**config.mk**
```make
export PLATFORM = sky130hd
export DESIGN_NAME = deadband_moving_average_scaler
export DESIGN_NICKNAME = d
export VERILOG_FILES = /design/src/dmas_pkg.sv /design/src/dmas_ring.sv /design/src/dmas_mul.sv /design/src/deadband_moving_average_scaler.sv
export VERILOG_INCLUDE_DIRS = /design/src /design/src/src
export SDC_FILE = /design/constraint.sdc
export NUM_CORES = 1
export LEC_CHECK = 0
export BUFFER_PORTS_ARGS = -buffer_cell sky130_fd_sc_hd__buf_2
export CAP_MARGIN = 20
export CORE_MARGIN = 2
export CORE_UTILIZATION = 35
export CTS_CLUSTER_DIAMETER = 30
export DETAILED_ROUTE_END_ITERATION = 10
export MAX_ROUTING_LAYER = met4
export SLEW_MARGIN = 25
export SYNTH_ARGS = -nofsm -noshare
export SYNTH_HDL_FRONTEND = slang
export SYNTH_SLANG_ARGS = --single-unit
```
**constraint.sdc**
```tcl
create_clock -name clk_i -period 11.6 [get_ports clk_i]
set_clock_uncertainty 0.05 [all_clocks]
set_input_delay 2.9 -clock clk_i [delete_from_list [all_inputs] [get_ports clk_i]]
set_output_delay 2.9 -clock clk_i [all_outputs]
set_load 0.005 [all_outputs]
```
**src/assert_macros.svh**
```systemverilog
// assertion macros used by the top-level rtl file
// no dependencies; expects clk_i and rst_ni in the enclosing scope
`ifndef ASSERT_MACROS_SVH
`define ASSERT_MACROS_SVH

// checked on every rising edge outside reset
`define DMAS_ASSERT(name, prop, msg) \
  name: assert property (@(posedge clk_i) disable iff (!rst_ni) prop) else $error(msg);

// checked on every rising edge, reset included
`define DMAS_ASSERT_ALWAYS(name, prop, msg) \
  name: assert property (@(posedge clk_i) prop) else $error(msg);

`endif

```
**src/dmas_pkg.sv**
```systemverilog
// widths, register codes and reset values of the deadband moving average scaler
// no dependencies
`default_nettype none

package dmas_pkg;

  localparam int unsigned SAMPLE_W  = 10;
  localparam int unsigned ENTRY_W   = 12;
  localparam int unsigned CFG_W     = 12;
  localparam int unsigned GAIN_W    = 10;
  localparam int unsigned SMOOTH_W  = 15;
  localparam int unsigned GAIN_FRAC = 8;
  localparam int unsigned MAP_SHIFT = 10;
  localparam int unsigned CFG_IDX_W = 2;

  localparam logic [ENTRY_W-1:0] ENTRY_MAX = '1;

  // configuration register indexes
  localparam logic [CFG_IDX_W-1:0] REG_MAP_LOW   = 2'd0;
  localparam logic [CFG_IDX_W-1:0] REG_MAP_HIGH  = 2'd1;
  localparam logic [CFG_IDX_W-1:0] REG_DEADBAND  = 2'd2;
  localparam logic [CFG_IDX_W-1:0] REG_RAMP_GAIN = 2'd3;

  localparam logic [CFG_W-1:0]  MAP_LOW_RST   = 12'd0;
  localparam logic [CFG_W-1:0]  MAP_HIGH_RST  = 12'd1024;
  localparam logic [CFG_W-1:0]  DEADBAND_RST  = 12'd1;
  localparam logic [GAIN_W-1:0] RAMP_GAIN_RST = 10'd614;

endpackage

`default_nettype wire

```
**src/dmas_ring.sv**
```systemverilog
// ring storage of the scaled samples: one write port, one registered read port
// depends on dmas_pkg
`default_nettype none

module dmas_ring #(
  parameter int unsigned DEPTH  = 16,
  parameter int unsigned ADDR_W = $clog2(DEPTH)
) (
  input  wire logic                        clk_i,
  input  wire logic                        we_i,
  input  wire logic [ADDR_W-1:0]           waddr_i,
  input  wire logic [dmas_pkg::ENTRY_W-1:0] wdata_i,
  input  wire logic [ADDR_W-1:0]           raddr_i,
  output logic      [dmas_pkg::ENTRY_W-1:0] rdata_o
);
  import dmas_pkg::*;

  logic [ENTRY_W-1:0] mem_q [DEPTH];

  always_ff @(posedge clk_i) begin
    if (we_i) begin
      mem_q[waddr_i] <= wdata_i;
    end
  end

  always_ff @(posedge clk_i) begin
    rdata_o <= mem_q[raddr_i];
  end

endmodule

`default_nettype wire

```
**src/dmas_mul.sv**
```systemverilog
// shared multiplier with a registered product
// depends on dmas_pkg only through the top level that sizes it
`default_nettype none

module dmas_mul #(
  parameter int unsigned A_W = 16,
  parameter int unsigned B_W = 20
) (
  input  wire logic               clk_i,
  input  wire logic [A_W-1:0]     a_i,
  input  wire logic [B_W-1:0]     b_i,
  output logic      [A_W+B_W-1:0] prod_o
);

  always_ff @(posedge clk_i) begin
    prod_o <= {{B_W{1'b0}}, a_i} * {{A_W{1'b0}}, b_i};
  end

endmodule

`default_nettype wire

```
**src/deadband_moving_average_scaler.sv**
```systemverilog
// deadband moving average scaler: top level with sequencer and config registers
// depends on dmas_pkg, dmas_ring, dmas_mul and assert_macros.svh
//
// Usage: one 10-bit sample word comes in on the input valid/ready channel,
// one result word (smoothed, held_sample) leaves on the output channel.
// Configuration is to be written through cfg_we_i / cfg_idx_i / cfg_data_i
// only with no word in flight (not enforced by the block); writes take effect at once.
// Each word walks a six-state sequencer around one shared multiplier:
// ring read, gain multiply, mean by reciprocal multiply, range map multiply,
// output load. The result word is loaded into the output register in the final
// state, and the next input is taken only once the sequencer is back in idle, so
// no new word enters while one is in flight; the multiplier is used three times per word.
// in_ready_o is high only in the idle state. A new word may be accepted
// while the previous result still waits; if the receiver stalls, the next
// result holds in the final state until the output register is free.
// Reset clears the config registers to their defaults, the ring pointer,
// the running total and the primed flag; no clearing pass is needed, the
// first word after reset stands in for every ring entry until overwritten.
`default_nettype none
`include "assert_macros.svh"

module deadband_moving_average_scaler #(
  parameter int unsigned DEPTH = 16
) (
  input  wire logic                           clk_i,
  input  wire logic                           rst_ni,
  input  wire logic                           cfg_we_i,
  input  wire logic [dmas_pkg::CFG_IDX_W-1:0] cfg_idx_i,
  input  wire logic [dmas_pkg::CFG_W-1:0]     cfg_data_i,
  input  wire logic                           in_valid_i,
  output logic                                in_ready_o,
  input  wire logic [dmas_pkg::SAMPLE_W-1:0]  sample_i,
  output logic                                out_valid_o,
  input  wire logic                           out_ready_i,
  output logic      [dmas_pkg::SMOOTH_W-1:0]  smoothed_o,
  output logic      [dmas_pkg::ENTRY_W-1:0]   held_sample_o
);
  import dmas_pkg::*;

  localparam int unsigned ADDR_W    = $clog2(DEPTH);
  localparam longint unsigned TOTAL_MAX = longint'(DEPTH) * 4095;
  localparam int unsigned SUM_W     = $clog2(TOTAL_MAX + 1);
  // mean = (total * RECIP) >> DIV_K is exact for every total up to TOTAL_MAX
  localparam int unsigned DIV_K     = SUM_W + $clog2(DEPTH);
  localparam longint unsigned RECIP = ((64'd1 << DIV_K) + DEPTH - 1) / DEPTH;
  localparam int unsigned RECIP_W   = DIV_K;
  localparam int unsigned PROD_W    = SUM_W + RECIP_W;
  localparam logic [ADDR_W-1:0] LAST_SLOT = ADDR_W'(DEPTH - 1);

  typedef enum logic [2:0] {
    ST_IDLE,
    ST_LAST,
    ST_GAIN,
    ST_MEAN,
    ST_SPAN,
    ST_OUT
  } state_e;

  state_e state_q;

  logic [CFG_W-1:0]    map_low_q, map_high_q, deadband_q;
  logic [GAIN_W-1:0]   ramp_gain_q;
  logic [SAMPLE_W-1:0] sample_q;
  logic [ENTRY_W-1:0]  prime_val_q;
  logic [ENTRY_W-1:0]  held_q;
  logic [ENTRY_W-1:0]  mean_q;
  logic [ADDR_W-1:0]   write_slot_q;
  logic [SUM_W-1:0]    total_q;
  logic                primed_q, written_q, wrapped_q;
  logic                out_valid_q;
  logic [SMOOTH_W-1:0] smoothed_q;
  logic [ENTRY_W-1:0]  held_out_q;

  logic                accept;
  logic [ADDR_W-1:0]   next_slot;
  logic [ADDR_W-1:0]   raddr;
  logic [ENTRY_W-1:0]  rdata;
  logic [ENTRY_W-1:0]  last, old_entry, sample_ext, diff, held;
  logic [ENTRY_W-1:0]  scaled;
  logic [SUM_W-1:0]    total_d;
  logic [CFG_W-1:0]    span;
  logic                ring_we;
  logic [SUM_W-1:0]    mul_a;
  logic [RECIP_W-1:0]  mul_b;
  logic [PROD_W-1:0]   prod;
  logic                out_free;

  assign accept     = in_valid_i && in_ready_o;
  assign in_ready_o = (state_q == ST_IDLE);
  assign next_slot  = (write_slot_q == LAST_SLOT) ? '0 : write_slot_q + 1'b1;
  assign raddr      = (state_q == ST_IDLE) ? write_slot_q : next_slot;
  assign out_free   = !out_valid_q || out_ready_i;

  // entries not yet overwritten since the first word still hold that word
  assign last       = written_q ? rdata : prime_val_q;
  assign old_entry  = wrapped_q ? rdata : prime_val_q;
  assign sample_ext = ENTRY_W'(sample_q);
  assign diff       = (sample_ext >= last) ? sample_ext - last : last - sample_ext;
  assign held       = (diff <= deadband_q) ? last : sample_ext;

  assign scaled  = (|prod[PROD_W-1:GAIN_FRAC+ENTRY_W]) ? ENTRY_MAX
                                                       : prod[GAIN_FRAC +: ENTRY_W];
  assign total_d = total_q - SUM_W'(old_entry) + SUM_W'(scaled);
  assign span    = (map_high_q > map_low_q) ? map_high_q - map_low_q : '0;
  assign ring_we = (state_q == ST_GAIN);

  always_comb begin
    mul_a = '0;
    mul_b = '0;
    case (state_q)
      ST_LAST: begin
        mul_a = SUM_W'(held);
        mul_b = RECIP_W'(ramp_gain_q);
      end
      ST_MEAN: begin
        mul_a = total_q;
        mul_b = RECIP_W'(RECIP);
      end
      ST_SPAN: begin
        mul_a = SUM_W'(prod[DIV_K +: ENTRY_W]);
        mul_b = RECIP_W'(span);
      end
      // keep the range product steady while the result waits
      ST_OUT: begin
        mul_a = SUM_W'(mean_q);
        mul_b = RECIP_W'(span);
      end
      default: begin
        mul_a = '0;
        mul_b = '0;
      end
    endcase
  end

  dmas_ring #(
    .DEPTH (DEPTH)
  ) u_ring (
    .clk_i   (clk_i),
    .we_i    (ring_we),
    .waddr_i (next_slot),
    .wdata_i (scaled),
    .raddr_i (raddr),
    .rdata_o (rdata)
  );

  dmas_mul #(
    .A_W (SUM_W),
    .B_W (RECIP_W)
  ) u_mul (
    .clk_i  (clk_i),
    .a_i    (mul_a),
    .b_i    (mul_b),
    .prod_o (prod)
  );

  // configuration registers
  always_ff @(posedge clk_i or negedge rst_ni) begin
    if (!rst_ni) begin
      map_low_q   <= MAP_LOW_RST;
      map_high_q  <= MAP_HIGH_RST;
      deadband_q  <= DEADBAND_RST;
      ramp_gain_q <= RAMP_GAIN_RST;
    end else if (cfg_we_i) begin
      case (cfg_idx_i)
        REG_MAP_LOW:   map_low_q   <= cfg_data_i;
        REG_MAP_HIGH:  map_high_q  <= cfg_data_i;
        REG_DEADBAND:  deadband_q  <= cfg_data_i;
        REG_RAMP_GAIN: ramp_gain_q <= cfg_data_i[GAIN_W-1:0];
        default: begin
        end
      endcase
    end
  end

  // payload registers
  always_ff @(posedge clk_i) begin
    if (accept) begin
      sample_q <= sample_i;
      if (!primed_q) begin
        prime_val_q <= ENTRY_W'(sample_i);
      end
    end
    if (state_q == ST_LAST) begin
      held_q <= held;
    end
    if (state_q == ST_SPAN) begin
      mean_q <= prod[DIV_K +: ENTRY_W];
    end
    if (state_q == ST_OUT && out_free) begin
      smoothed_q <= SMOOTH_W'(map_low_q) +
                    SMOOTH_W'(prod[MAP_SHIFT +: SMOOTH_W-1]);
      held_out_q <= held_q;
    end
  end

  // sequencer and control state
  always_ff @(posedge clk_i or negedge rst_ni) begin
    if (!rst_ni) begin
      state_q      <= ST_IDLE;
      write_slot_q <= '0;
      total_q      <= '0;
      primed_q     <= 1'b0;
      written_q    <= 1'b0;
      wrapped_q    <= 1'b0;
      out_valid_q  <= 1'b0;
    end else begin
      if (state_q == ST_OUT && out_free) begin
        out_valid_q <= 1'b1;
      end else if (out_ready_i) begin
        out_valid_q <= 1'b0;
      end
      case (state_q)
        ST_IDLE: begin
          if (accept) begin
            if (!primed_q) begin
              primed_q <= 1'b1;
              total_q  <= SUM_W'(sample_i) * SUM_W'(DEPTH);
            end
            state_q <= ST_LAST;
          end
        end
        ST_LAST: begin
          state_q <= ST_GAIN;
        end
        ST_GAIN: begin
          total_q      <= total_d;
          write_slot_q <= next_slot;
          written_q    <= 1'b1;
          if (next_slot == '0) begin
            wrapped_q <= 1'b1;
          end
          state_q <= ST_MEAN;
        end
        ST_MEAN: begin
          state_q <= ST_SPAN;
        end
        ST_SPAN: begin
          state_q <= ST_OUT;
        end
        ST_OUT: begin
          if (out_free) begin
            state_q <= ST_IDLE;
          end
        end
        default: begin
          state_q <= ST_IDLE;
        end
      endcase
    end
  end

  assign out_valid_o   = out_valid_q;
  assign smoothed_o    = smoothed_q;
  assign held_sample_o = held_out_q;

  `DMAS_ASSERT(a_wrap_after_write, wrapped_q |-> written_q, "ring wrapped before any write")
  `DMAS_ASSERT(a_primed_on_accept, accept |=> primed_q, "word accepted but ring not primed")
  `DMAS_ASSERT(a_total_bound, total_q <= SUM_W'(TOTAL_MAX), "running total out of range")
  `DMAS_ASSERT_ALWAYS(a_ready_idle, in_ready_o |-> (state_q != ST_OUT), "ready while busy")

endmodule

`default_nettype wire
```
==> impl_summary.txt <==
----------------------------------------------------
[Run status]
  Outcome ... finished, final reports clean

[Floorplan]
  Y dimension of the die ... 267 µm
  DIE AREA ... a little over 0.07 mm²
  Number of top-level design ports ... between 50 and 60
  Starting Density ... a little over a third
  Area inside the core boundary ... between 0.06 and 0.07 mm²
  Die span in x ... roughly 270 µm
  Number of placement rows ... 96

[Critical path]
  CP Max Fanout ... 25
  CP peak stage delay ... around 550 ps
  Dominant delay contributor by cell family on the critical path ... adder cells
  Crit Path Category ... reg2reg
  Bufs and invs on worst path ... 11
  Arrival time of the worst setup path ... ~12000 ps
  Most frequent cell on the critical path ... fa_1
  Crit path capture type ... flip-flop
  Register-to-register setup slack ... roughly 520 ps
  Critical-path cell with the highest stage delay ... fa_1
  Data required time of the worst path ... between 10000 and 15000 ps
  Launching element type of the critical path ... flip-flop

[Placement]
  HPWL Detailed ... ~48000 µm
  Placer congestion estimate ... roughly 0.94
  Post-placement cell area ... roughly 0.026 mm²
  Port buffer count ... 57

[Timing]
  Total Neg Setup Slack ... 0 ps
  Final slew viol count ... 0
  Final worst-path cycle share ... between 90% and 100%
  Final Hold Vio Count ... 0
  Actual transition at the worst max-transition pin ... 1040 ps
  Setup Viol. Count Final ... 0
  Min Clock Period, post-route ... about 11000 ps
  Normalized max-slew margin ... between 30% and 40%
  Highest achievable clock rate ... between 90 and 100 MHz

[Drt]
  Final Routed Wirelength ... 63800 µm
  Top layer used by detailed routing ... met4
  Routed wl met2 ... slightly above 30000 µm
  Final ANT Viol Nets ... 0
  Initial DRC count ... roughly 1.1k
  DR vias ... 16.1k
  Post-detailed-route wirelength per cell ... 20.4 µm
  Post-route met1 wirelength ... 27000 µm
  Drt via density ... 5.13
  Drc violations ... 0
  Routed met3 length ... about 3700 µm
  Pre-Repair DR Iteration Count ... 5

[Final layout]
  Area of all placed cells without fillers ... between 0.02 and 0.03 mm²
  Commonest non-fill, non-tap cells in the layout ... 293 x inv_1, 263 x edfxtp_1, 182 x ha_1
  NumNets Final ... 2562
  Fin util ... about two fifths
  Fraction of final layout cells with drive strength greater than 1 ... a little under a fifth
  Area growth, synth to finish ... 18.8%
  Most frequent standard cell in the layout excluding fill and tap cells ... inv_1

[CTS]
  Max Buffers Root-to-Sink ... 3
  Clk pin slew, worst setup/hold paths ... approximately 40 ps
  H-Tree Depth ... 3
  Clock tree from TritonCTS ... yes
  Root cell of the clock tree ... clkbuf_16
  CTS sink count ... 373
  Quantity of hold-fixing buffers added after cts ... 0
  Total CTS buffers ... 75
  Worst-Skew Late Latency ... between 600 and 700 ps

[Synth]
  Post-synth cell types ... 75
  Sequential cell area fraction in the yosys report ... 43.3%
  Cell count after synthesis ... 2019
  Share of flip-flops with an asynchronous set or reset after synthesis ... 19.6%
  Primary flip-flop cell chosen by synthesis mapping ... edfxtp_1
  FF+latch count, synth ... 373
  Number of warning messages in the yosys log ... 0
  Post-synthesis area per instance ... ~12 µm²
  Mapped Area ... approximately 0.024 mm²
  Number of synthesized flops with an enable pin ... between 200 and 300

[Run]
  Max_cap viols ... 0

[Global routing]
  Wire length of the first global-routing pass ... between 90000 and 100000 µm
  Maximum number of pins on one net before global-route repair ... between 70 and 80
  Global-route usage over all layers ... between 10% and 20%
  Antenna violations before repair ... 5
  Via count of the first global-routing pass ... 16.6k
  Total congestion overflow ... 0

[Min path]
  Classification of the worst-slack hold path ... reg2reg

[Pwr]
  Leak ... 0.0123 µW
  Worst VDD drop ... between 200 and 250 µV
  Power density over the cells ... between 300 and 400 mW/mm²

----------------------------------------------------
[stage by stage]
step / hold WS, ps / std cells / total power [µW] / setup slack, ps
6_report: 363 / 3130 / 9290 / 525
2_1_floorplan: 350 / 2065 / 5400 / 615
5_1_grt: 376 / 3130 / 9970 / -0.943
3_5_place_dp: 355 / 2986 / 6910 / -0.732
4_1_cts: 365 / 3124 / 9240 / 7.34
3_3_place_gp: 354 / 2986 / 6870 / 264
[sequential cells by signal (all words and copies together) (netlist names), 12 cells and up]
name	count
deadband_q	12
held_q	12
held_sample_o	12
map_high_q	12
map_low_q	12
mean_q	12
smoothed_o	15
total_q	16
u_mul.prod_o	25
u_ring.mem_q	192
u_ring.rdata_o	12
[path summary, 6_finish.rpt]
path | endpoint | depth (start not counted) | start
setup / recovery | u_mul.prod_o[32]$_DFF_P_ | 49 | written_q$_DFFE_PN0P_
max in group asynchronous | written_q$_DFFE_PN0P_ | 1 | rst_ni
min in group asynchronous | wrapped_q$_DFFE_PN0P_ | 1 | rst_ni
hold / removal | held_sample_o[7]$_DFFE_PP_ | 0 | held_q[7]$_DFFE_PP_
hold reg to reg | held_sample_o[7]$_DFFE_PP_ | 0 | held_q[7]$_DFFE_PP_
setup reg to reg | u_mul.prod_o[32]$_DFF_P_ | 49 | written_q$_DFFE_PN0P_
[cell usage after synthesis (all sizes together) (44+ instances only)]
cell | number | area (µm²)
fa | 163 | 3260
o21ai | 71 | 355
nor2 | 158 | 593
nand2 | 126 | 473
edfxtp | 263 | 7900
a21oi | 89 | 445
clkbuf | 44 | 165
mux2 | 52 | 586
inv | 294 | 1100
dfrtp | 66 | 1650
ha | 185 | 2310
mux4 | 60 | 1350
[where the power goes]
part | switching (µW) | leakage [µW] | internal, µW
logic | 3030 | 0.00736 | 2050
registers | 214 | 0.00368 | 1740
clock network | 757 | 0.00128 | 1500
total | 4000 | 0.0123 | 5290
[worst reg2reg max path, delay by kind of cell (launching register included)]
kind                     cells  cell delay, ps
AO/OA/AOI/OAI               17            3030
XOR/XNOR                     1             140
adder cells (fa/ha/maj)     10            4160
buffers and inverters       11            1260
flip-flops                   1             450
multiplexers                 2             550
AND/OR/NAND/NOR              8            1340
[what timing repair did]
action                                  4_1_cts  5_1_grt
pin swaps                                     0        3
endpoints found under the setup margin        2       16
gates resized for setup                       1       22
buffers inserted                              0        4
cloned                                        0        0
[final cells by class]
type,count,area (µm²)
clock inverters,52,756
clock buffers,86,1960
flip-flops and latches,373,10500
diodes,2,5.00
well taps,882,1100
multi-input cells,1338,12700
fillers,6397,39700
inverters,294,1100
repair buffers,103,661
[cell families (layout without fill, tap and decap cells)]
kind of cell / after synthesis / in the layout / share of synthesized area [%]
and+or+nand+nor: 429 / 429 / 8.23
xor gates and xnor gates: 61 / 61 / 2.21
adders and majority gates: 348 / 348 / 23.1
DFF: 373 / 373 / 43.3
AOI/OAI and AO/OA: 311 / 311 / 8.45
other: 2 / 50 / 0.0310
buffers and inverters: 354 / 535 / 5.52
muxes: 141 / 141 / 9.21
[layer usage]
metal,up-vias,GRT usage (%)
met5,-,-
met2,519,30.6
met4,0,7.23
met1,8049,23.7
li1,7358,-
met3,140,3.37
(Power assumes the default switching activity.)
